[src/design/chc_pkg.sv]
package chc_pkg;

  localparam int Buckets     = 64;
  localparam int KeyChars    = 15;
  localparam int PoolEntries = 256;

  localparam int BucketBits = $clog2(Buckets);
  localparam int NodeBits   = $clog2(PoolEntries);
  localparam int PtrBits    = NodeBits + 1;

  localparam logic [PtrBits-1:0] NullPtr = PtrBits'(PoolEntries);
  localparam logic [63:0]        HashSeed = 64'd5381;

  typedef enum logic [1:0] {
    OP_INSERT = 2'd0,
    OP_SEARCH = 2'd1,
    OP_CLEAR  = 2'd2,
    OP_NONE   = 2'd3
  } op_t;

  typedef enum logic [1:0] {
    ST_OK   = 2'd0,
    ST_MISS = 2'd1,
    ST_FULL = 2'd2
  } status_t;

  // Node record held in the pool memory.
  typedef struct packed {
    logic [63:0]        key_low;
    logic [55:0]        key_high;
    logic [3:0]         length;
    logic [31:0]        id;
    logic [PtrBits-1:0] next;
  } node_t;

endpackage

[src/design/chc_hash.sv]
// Normalises a key and hashes it one character per cycle.
module chc_hash
  import chc_pkg::*;
(
  input  logic                  clk,
  input  logic                  rst,
  input  logic                  start,
  input  logic [63:0]           key_low_in,
  input  logic [55:0]           key_high_in,
  input  logic [3:0]            key_length_in,
  output logic                  done,
  output logic [63:0]           key_low,
  output logic [55:0]           key_high,
  output logic [3:0]            key_length,
  output logic [BucketBits-1:0] bucket
);

  logic [119:0] raw;
  logic [119:0] norm;
  logic [119:0] key_cat;
  logic [3:0]   len_lim;
  logic [3:0]   len_eff;
  logic         stop;
  logic [63:0]  acc;
  logic [3:0]   pos;
  logic         busy;
  logic [7:0]   ch;

  assign raw = {key_high_in, key_low_in};

  // Cut at the length limit and at the first zero character.
  always_comb begin
    len_lim = (key_length_in > 4'(KeyChars)) ? 4'(KeyChars) : key_length_in;
    len_eff = len_lim;
    stop    = 1'b0;
    norm    = '0;
    for (int i = 0; i < 15; i++) begin
      if (!stop && (4'(i) < len_lim)) begin
        if (raw[8*i +: 8] == 8'd0) begin
          stop    = 1'b1;
          len_eff = 4'(i);
        end else begin
          norm[8*i +: 8] = raw[8*i +: 8];
        end
      end
    end
  end

  assign key_cat = {key_high, key_low};
  assign ch      = key_cat[{pos, 3'b000} +: 8];
  assign bucket  = acc[BucketBits-1:0];

  always_ff @(posedge clk) begin
    done <= 1'b0;
    if (rst) begin
      busy <= 1'b0;
    end else if (start) begin
      busy       <= 1'b1;
      key_low    <= norm[63:0];
      key_high   <= norm[119:64];
      key_length <= len_eff;
      acc        <= HashSeed;
      pos        <= '0;
    end else if (busy) begin
      if (pos == key_length) begin
        busy <= 1'b0;
        done <= 1'b1;
      end else begin
        acc <= (acc << 5) - acc + 64'(ch);
        pos <= pos + 4'd1;
      end
    end
  end

endmodule

[config.mk]
export PLATFORM = sky130hd
export DESIGN_NAME = chc_hash
export DESIGN_NICKNAME = d
export VERILOG_FILES = /design/src/design/chc_pkg.sv /design/src/design/chc_hash.sv
export SDC_FILE = /design/constraint.sdc
export NUM_CORES = 1
export LEC_CHECK = 0
export BUFFER_PORTS_ARGS = -buffer_cell sky130_fd_sc_hd__buf_2
export CORE_ASPECT_RATIO = 0.7
export CORE_MARGIN = 3
export CORE_UTILIZATION = 45
export CTS_CLUSTER_DIAMETER = 80
export DETAILED_ROUTE_END_ITERATION = 7
export PLACE_DENSITY = 0.77
export SLEW_MARGIN = 20
export SYNTH_ARGS = -nofsm -noshare
export SYNTH_HDL_FRONTEND = slang
export SYNTH_SLANG_ARGS = --single-unit
[constraint.sdc]
create_clock -name clk -period 6 [get_ports clk]
set_clock_uncertainty 0.1 [all_clocks]
set_input_delay 0.3 -clock clk [delete_from_list [all_inputs] [get_ports clk]]
set_output_delay 0.3 -clock clk [all_outputs]
set_load 0.05 [all_outputs]
==> run metrics, run 1 <==
outcome complete, no violations; clk root buf clkbuf_16; post-cts repair resize count 0; post-route ant nets 0; part of the cycle the worst path needs 67.7%; RSZ-0062 raised after global routing no; pins over their slew limit 0; synthesized flop and latch total between 100 and 150; leak pwr approximately 3.5 nW; most common cell after layout, fill and taps aside buf_2; Nets approximately 900; worst hold slack 59.8 ps; max cap viols 0; commonest cells after routing, fill and taps aside 257 x buf_2, 134 x edfxtp_1, 91 x and2_1, 34 x and3_1, 24 x mux4_2; Setup CP Type register to register; final setup violation count 0; port buffer count roughly 260; Core Region 0.0143 mm^2; Sum Neg Setup Slack 0 ps; Syn Area/Cell around 14 um^2; cts bufs inserted 17; Total Wirelength 21700 um; Worst-Skew Late Latency about 420 ps; GRT Overall Usage about 26%; WL/cell 22.5 um; initial antenna violation count 0; R2R Path Start pos[0]; syn_nets between 600 and 700; Area Growth Syn to Fin 30.2%; Final Hold Viols 0; Yosys top cell area share between 50% and 60%; total number of vias about 5500; max_slew headroom between 30% and 40%; pwr dens 329 mW/mm^2; placer congestion estimate about 0.9; Yosys top cell by area edfxtp_1; multi-input logic area roughly 0.0026 mm^2; Mapped Cells approximately 500; synthesized area 0.00678 mm^2; xor/xnor share of the synthesized area 1.55%; H-Tree Depth 4; Layout fillers approximately 1100; Detailed Place HPWL ~17000 um; post-synthesis sequential area ratio 59.9%; DRC Markers 0; CP startpoint pos[0]; DR iter-0 viols roughly 590; Ant. Diodes 0; Worst VDD drop around 0.00022 V; first-pass GRT wire length 32000 um; largest net degree at the start of global routing 80; cells on worst reg2reg path 13; top cells by area, synth edfxtp_1 59%, and2_1 8.4%, mux4_2 8.0%; post-synthesis simple-gate area fraction about 22%; CTS tree done; clk buf depth 2; async set-reset flop share out of synthesis 0%; Clock transition at path regs approximately 60 ps; Worst Setup Start Kind register; Max FO, Critical Path 17; post-synthesis adder-cell area fraction 2.14%; crit path to acc[5]; die area 0.0166 mm^2; CTS Sinks between 100 and 150; share of cells above drive strength 1 a little over two fifths; Initial Utilization 47.3%; Synth Area in Compound Gates between 4 and 5%; CTS hold repair buffers 0; Post-synth top flop edfxtp_1; capture point of the worst reg-to-reg path acc[5]; worst path required time between 6000 and 7000 ps; Die Ht 109 um; GR Overflow Total 0; Synth warnings 0; multiplexer share of the synthesized area slightly below 9%; # Post-CTS Setup Buffers 0; Arr. time, crit path between 4000 and 5000 ps; largest family of logic cells by synthesized area simple AND/OR/NAND/NOR gates; row count 36; min-delay worst type input pin to register; Max Fclk 0.246 GHz; DRT Pass-1 Iters 5; EDFF count, synth roughly 130; Die Wd 153 um; vias in the first global route between 5000 and 6000; Tmin final ~4100 ps; Top Ports ~260; FF-to-FF setup slack about 1900 ps; vias per inst about 5.7; Storage cell area slightly above 0.004 mm^2; Slew @ Worst Pin approximately 1000 ps; Synth cell types 54; crit end category register
cell usage after synthesis, types with 7 or more instances:
cell,count
and3_1,34
clkbuf_1,14
nand3_1,7
xor2_1,7
nor4_1,23
a21oi_1,8
and2_1,91
nand2_1,22
or4_1,9
edfxtp_1,134
ha_1,10
nor2_1,23
o21ai_0,8
mux4_2,24
inv_1,8
how the worst min path moves through the flow:
stage                     from   end  slack [ps]  cells after the start
final                      rst  busy          60                      2
after floorplan            rst  busy         300                      1
after CTS                  rst  busy          40                      2
after detailed placement  busy  done         390                      2
after global routing       rst  busy          70                      2
after global placement    busy  done         390                      2
where the power goes:
| part | total, mW | leakage, nW | internal [mW] | switching [mW] |
|---|---|---|---|---|
| sequential | 1.21 | 1.20 | 1.14 | 0.0722 |
| clock | 0.986 | 0.263 | 0.569 | 0.417 |
| combinational | 0.704 | 2.02 | 0.245 | 0.458 |
cell type report:
cell class	instances	share of cell area (%)
clock buffers	17	4.82
multi-input cells	336	29.5
repair buffers	262	15.2
clock inverters	15	1.43
inverters	8	0.340
flip-flops and latches	136	46.0
well taps	190	2.69
cells by family (layout without fill, tap and decap cells):
family,count (synthesis),after routing
XOR/XNOR,12,12
buffers and inverters,29,302
AO/OA/AOI/OAI,41,41
multiplexers,30,30
adder cells (fa/ha/maj),11,11
AND/OR/NAND/NOR,242,242
flip-flops,136,136
worst max-delay path, stage by stage (launching register included):
cell and delay (ps):
edfxtp_1 970, buf_4 340, nor2b_1 340, nand2_1 90, o21ai_0 120, mux4_2 290
ha_1 240, ha_1 220, fa_1 410, a21o_1 180, a21oi_1 170, xnor2_1 150
xnor2_1 140, nor2_1 50
metal layers:
metal	track usage [%]	vias up	wire length [um]
li1	-	2450	-
met1	36.5	2663	8990
met2	39.8	367	9830
met3	8.05	29	2590
met4	6.80	0	329
met5	0	-	0
flip-flops by register name (all words and copies together), names as in the netlist:
| signal | cells |
|---|---|
| acc | 6 |
| busy | 1 |
| done | 1 |
| key_high | 56 |
| key_length | 4 |
| key_low | 64 |
| pos | 4 |
through the flow:
step / setup slack (ps) / instance area [um^2] / total power [mW] / utilization (%) / std cells
finish: 1940 / 8830 / 2.90 / 61.6 / 964
global route: 1650 / 8830 / 3.00 / 61.6 / 964
CTS: 1880 / 8800 / 2.91 / 61.4 / 963
detailed placement: 1880 / 8250 / 1.93 / 57.6 / 931
global placement: 2040 / 8250 / 1.91 / 57.6 / 931
floorplan: 1750 / 6780 / 1.72 / - / 501
(Power assumes the default switching activity.)
==> inputs of run 2 (changes only) <==
- ABC_AREA: unset -> 1
- clock period: 6 -> 3.7 ns (I/O delays scaled with it)
==> run 2 against run 1 <==
Net effect:
- clock power is 80% higher
- sequential power is 58% higher
- die area is 2.4% higher
- cell count is 37% higher
- critical path depth rose by 3
- critical path type unchanged
- highest routed layer is now met5
==> run metrics, run 2 <==
Final Core Density 67.2%; DR iter-0 viols between 600 and 700; commonest cells after routing, fill and taps aside 257 x buf_2, 172 x nor2_1, 160 x inv_1, 134 x edfxtp_1; Sum Neg Setup Slack 0 ps; clk buf depth 2; leak pwr between 4 and 5 nW; syn_nets between 800 and 900; Final Hold Viols 0; DRC Markers 0; synthesized flop and latch total 136; Top Ports between 200 and 300; Finished Layout Cells 1321; CTS Sinks approximately 140; share of cells above drive strength 1 29.1%; vias in the first global route approximately 6600; Worst-Skew Late Latency 420 ps; max_slew headroom roughly 40%; async set-reset flop share out of synthesis 0%; GRT Overall Usage between 20% and 30%; pins over their slew limit 0; H-Tree Depth 4; most common cell after layout, fill and taps aside buf_2; clk root buf clkbuf_16; Worst Setup Start Kind register; largest registers key_low x64, key_high x56, acc x6; pwr dens between 400 and 500 mW/mm^2; min-delay worst type input pin to register; synthesized area approximately 0.0070 mm^2; Clock transition at path regs around 60 ps; EDFF count, synth 134; Detailed Place HPWL around 18000 um; top cells by area, synth edfxtp_1 58%, nor2_1 9.4%, inv_1 8.7%; DRT Pass-1 Iters 6; Synth top cells by count 174 x nor2_1, 161 x inv_1, 134 x edfxtp_1; vias per inst 5.11; WL/cell approximately 18 um; Reg with most FFs key_low; Post-synth top flop edfxtp_1; RSZ-0062 raised after global routing no; CTS tree done; largest net degree at the start of global routing 70; Slew @ Worst Pin approximately 900 ps; Cell Chain, Critical Path nand2_1, clkinvlp_4, buf_12, a221oi_1, o21ai_0, nand3_1, nand2_1, ha_1, ha_1, fa_1, nand2_1, nand2_1, a21oi_1, xor2_1, o21ai_0, a21oi_1; placed insts 1203; Synth warnings 0; Nets approximately 1300; FF-to-FF setup slack between 300 and 400 ps; Tmin final about 3300 ps; Total Wirelength between 20000 and 25000 um; total number of vias slightly below 7000; worst hold slack ~5.8 ps; Syn Area/Cell about 9.2 um^2; CP max stage delay about 440 ps; Arr. time, crit path roughly 3500 ps; Max Fclk about 0.3 GHz; initial antenna violation count 1; final setup violation count 0; Synth cell types 33; Die Ht approximately 110 um; Die Wd between 150 and 200 um; worst path required time 3860 ps; max cap viols 0; cell mode on critical path nand2_1; Mapped Cells ~750; most numerous cell in the Yosys netlist nor2_1; cts bufs inserted 17; GR Overflow Total 0; Max FO, Critical Path 12; placer congestion estimate ~0.97; Yosys top cell area share just under 60%; row count 37; Yosys top cell by area edfxtp_1; first-pass GRT wire length approximately 35000 um; die area between 0.015 and 0.02 mm^2; port buffer count ~260; post-route ant nets 0; post-synthesis sequential area ratio about 58%; part of the cycle the worst path needs 90.4%; outcome complete, no violations; Worst VDD drop around 0.00034 V; Largest register FFs 64; Layout fillers roughly 1200; Core Region 0.0149 mm^2; Initial Utilization 46.6%; Ant. Diodes 0; Setup CP Type register to register; Critical-path top delay cell edfxtp_1; Area Growth Syn to Fin 44.0%; crit end category register
run 2: cell types whose count changed after synthesis, sizes merged, moves of 11 or more:
cell,before,now
or4,11,0
and2,91,0
inv,8,163
nor2,23,184
and3,35,0
nand3,7,35
mux4,24,0
o21ai,8,47
nand2,22,80
run 2: final cells by class:
cell class	count	area (um^2)	share of cell area (%)
Inverter	165	627	6.26
Multi-Input combinational cell	439	2240	22.3
Sequential cell	136	4060	40.6
Clock buffer	18	429	4.29
Tap cell	195	244	2.44
Timing Repair Buffer	355	2230	22.3
Clock inverter	13	180	1.80
run 2: final timing paths:
kind	from	endpoint	depth (start not counted)
setup / recovery	pos[1]	acc[5]	16
hold / removal	key_high_in[25]	key_high[25]	3
setup reg to reg	pos[1]	acc[5]	16
hold reg to reg	busy	done	1
run 2: logic make-up (layout without fill, tap and decap cells):
logic type / count (synthesis) / after routing / synth area share (%)
flip-flops: 136 / 136 / 58.4
buffers and inverters: 178 / 551 / 9.61
adder cells (fa/ha/maj): 11 / 11 / 2.09
AND/OR/NAND/NOR: 336 / 336 / 21.5
XOR/XNOR: 8 / 8 / 1.01
AO/OA/AOI/OAI: 84 / 84 / 7.34
run 2: timing repair:
item / CTS / global route
endpoints found under the setup margin: 0 / 1
endpoints found under the hold margin: 81 / 0
resized for setup: 0 / 3
hold buffers: 80 / 0
setup buffers: 0 / 7
run 2: where the power goes:
| part | internal (mW) | switching, mW | total, mW |
|---|---|---|---|
| sequential | 1.83 | 0.0826 | 1.91 |
| clock | 1.12 | 0.649 | 1.77 |
| combinational | 0.319 | 0.727 | 1.05 |
| total | 3.27 | 1.46 | 4.73 |
run 2: per-stage QoR:
step / power, mW / instance area (um^2) / worst slack [ps]
6_report: 4.73 / 10000 / 357
3_3_place_gp: 2.89 / 8530 / 326
5_1_grt: 4.89 / 10000 / 70.3
4_1_cts: 4.72 / 9940 / 181
3_5_place_dp: 2.90 / 8530 / 206
2_1_floorplan: 2.58 / 6960 / 398
run 2: worst max-delay path: cells and delay by family, from the launching register on:
| kind | cells | cell delay [ps] |
|---|---|---|
| fa+ha+maj | 3 | 920 |
| compound gates | 5 | 770 |
| simple gates | 5 | 460 |
| flops | 1 | 440 |
| buf+inv | 2 | 290 |
| xor+xnor | 1 | 210 |
run 2: layer usage:
| metal | GRT usage (%) | part of all wire, % | up-vias |
|---|---|---|---|
| li1 | - | - | 3199 |
| met1 | 36.2 | 41 | 3117 |
| met2 | 45.6 | 47 | 401 |
| met3 | 7.96 | 11 | 33 |
| met4 | 6.68 | 1.6 | 2 |
| met5 | 0 | 0.085 | - |
==> inputs of run 3 (changes only) <==
- CELL_PAD_IN_SITES_DETAIL_PLACEMENT: unset -> 0
- CELL_PAD_IN_SITES_GLOBAL_PLACEMENT: unset -> 1
- CORE_UTILIZATION: 45 -> 33
- PLACE_DENSITY: 0.77 -> unset
- PLACE_DENSITY_LB_ADDON: unset -> 0.1
==> run 3 against run 2 <==
Net effect:
- die area rose by 35%
- critical endpoint unchanged
- cell area up 2.7%
- worst setup slack better by 65 ps
- largest power group unchanged
- routed wire length increased by 6.3%
- global-route usage down 5.6 points
==> run metrics, run 3 (synthesized netlist as in run 2, its figures left out) <==
placer congestion estimate about 0.89; Ant. Diodes 0; part of the cycle the worst path needs between 80 and 90%; Detailed Place HPWL 19200 um; Cell Chain, Critical Path nand2_1, clkinvlp_4, buf_4, buf_4, a22oi_1, o211ai_1, nand3_1, o21ai_0, ha_1, fa_1, nand2_1, nand2_1, a21oi_1, xor2_1, o21ai_0, a21oi_1; Worst-Skew Late Latency roughly 420 ps; DP Worst Slack 347 ps; Reg with most FFs key_low; DRC Markers 0; initial antenna violation count 0; pwr dens between 400 and 500 mW/mm^2; Slew @ Worst Pin between 1000 and 1500 ps; Critical-path top delay cell fa_1; WL/cell around 18 um; Final Hold Viols 0; Nets 1274; Tmin final 3280 ps; max_slew headroom a little under a third; port buffer count between 200 and 300; pins over their slew limit 0; Clock transition at path regs approximately 60 ps; Arr. time, crit path 3350 ps; Area Growth Syn to Fin 47.9%; vias per inst approximately 4.7; H-Tree Depth 4; Die Ht 127 um; Core Region 0.0202 mm^2; DR iter-0 viols 489; first-pass GRT wire length between 30000 and 40000 um; Max FO, Critical Path 6; row count 43; Sum Neg Setup Slack 0 ps; Setup CP Type register to register; cts bufs inserted 17; largest registers key_low x64, key_high x56, acc x6; clk buf depth 2; CP max stage delay about 480 ps; DRT Pass-1 Iters 5; most common cell after layout, fill and taps aside buf_2; Max Fclk 0.305 GHz; worst setup margin approximately 420 ps; crit end category register; largest net degree at the start of global routing 77; vias in the first global route approximately 6600; Initial Utilization between 30 and 40%; Die Wd roughly 180 um; CTS tree done; clk root buf clkbuf_16; Worst VDD drop between 0.0002 and 0.0003 V; post-route ant nets 0; RSZ-0062 raised after global routing no; Worst Setup Start Kind register; share of cells above drive strength 1 between 20% and 30%; commonest cells after routing, fill and taps aside 257 x buf_2, 172 x nor2_1, 161 x inv_1, 134 x edfxtp_1, 106 x dlygate4sd3_1; max cap viols 0; Total Wirelength between 20000 and 30000 um; Top Ports between 200 and 300; total number of vias between 6000 and 7000; CTS Sinks 136; die area between 0.02 and 0.025 mm^2; Largest register FFs between 60 and 70; final setup violation count 0; GRT Overall Usage between 20% and 30%; outcome complete, no violations; cell mode on critical path nand2_1; min-delay worst type input pin to register; GR Overflow Total 0; leak pwr about 4.7 nW; worst path required time between 3000 and 4000 ps
==> run 3: changes by cell type in the layout (fill, tap and decap cells not counted), moves of 2 or more <==
cell	previous run	this run
bufinv_16	4	2
dlygate4sd3_1	80	106
buf_4	17	14
clkinv_4	4	1
clkinvlp_4	3	5
inv_6	0	4
==> run 3: layout make-up <==
cell class / count / area, um^2
Fill cell: 1981 / 9950
Sequential cell: 136 / 4060
Timing Repair Buffer: 377 / 2450
Multi-Input combinational cell: 439 / 2230
Inverter: 165 / 623
Clock buffer: 17 / 425
Tap cell: 270 / 338
Clock inverter: 15 / 150
==> run 3: power by group <==
part / switching [mW] / internal (mW) / leakage [nW] / total, mW
clock network: 0.695 / 0.993 / 0.269 / 1.69
logic: 0.725 / 0.330 / 3.24 / 1.05
registers: 0.0891 / 1.83 / 1.20 / 1.92
total: 1.51 / 3.15 / 4.71 / 4.66
==> run 3: what timing repair did <==
item                       4_1_cts  5_1_grt
buffers inserted                 0        3
gates resized for setup          0        1
hold endpoints to repair       107        0
hold buffers                   106        0
setup endpoints to repair        0        1
==> run 3: through the flow <==
stage	util [%]	cell area, um^2	hold WS, ps	power, mW	std cells
after floorplan	-	6960	157	2.58	753
after CTS	50.7	10300	0.934	4.68	1416
after detailed placement	42.6	8620	335	2.92	1278
after global placement	42.6	8620	339	2.92	1278
after global routing	50.8	10300	3.74	4.87	1419
final	50.8	10300	8.41	4.66	1419
==> run 3: layer usage <==
| metal | wire [um] | GRT usage, % | vias to the layer above |
|---|---|---|---|
| met5 | 0 | 0 | - |
| met3 | 2250 | 5.78 | 7 |
| met4 | 113 | 3.50 | 0 |
| met1 | 12300 | 33.0 | 3042 |
| met2 | 10500 | 32.2 | 329 |
| li1 | - | - | 3253 |
==> run 3: worst paths after layout <==
| check | startpoint | end | slack (ps) | depth (start not counted) |
|---|---|---|---|---|
| worst min-delay path | key_low_in[49] | key_low[49] | 8 | 3 |
| worst min register to register | busy | done | 370 | 1 |
| worst max register to register | pos[1] | acc[5] | 420 | 16 |
| worst max-delay path | pos[1] | acc[5] | 420 | 16 |
==> run 3: critical path, delay by kind of cell (launching register included) <==
| family | cells | cell delay [ps] |
|---|---|---|
| simple gates | 4 | 380 |
| buf+inv | 3 | 450 |
| xor+xnor | 1 | 90 |
| fa+ha+maj | 2 | 810 |
| compound gates | 6 | 750 |
| flops | 1 | 440 |
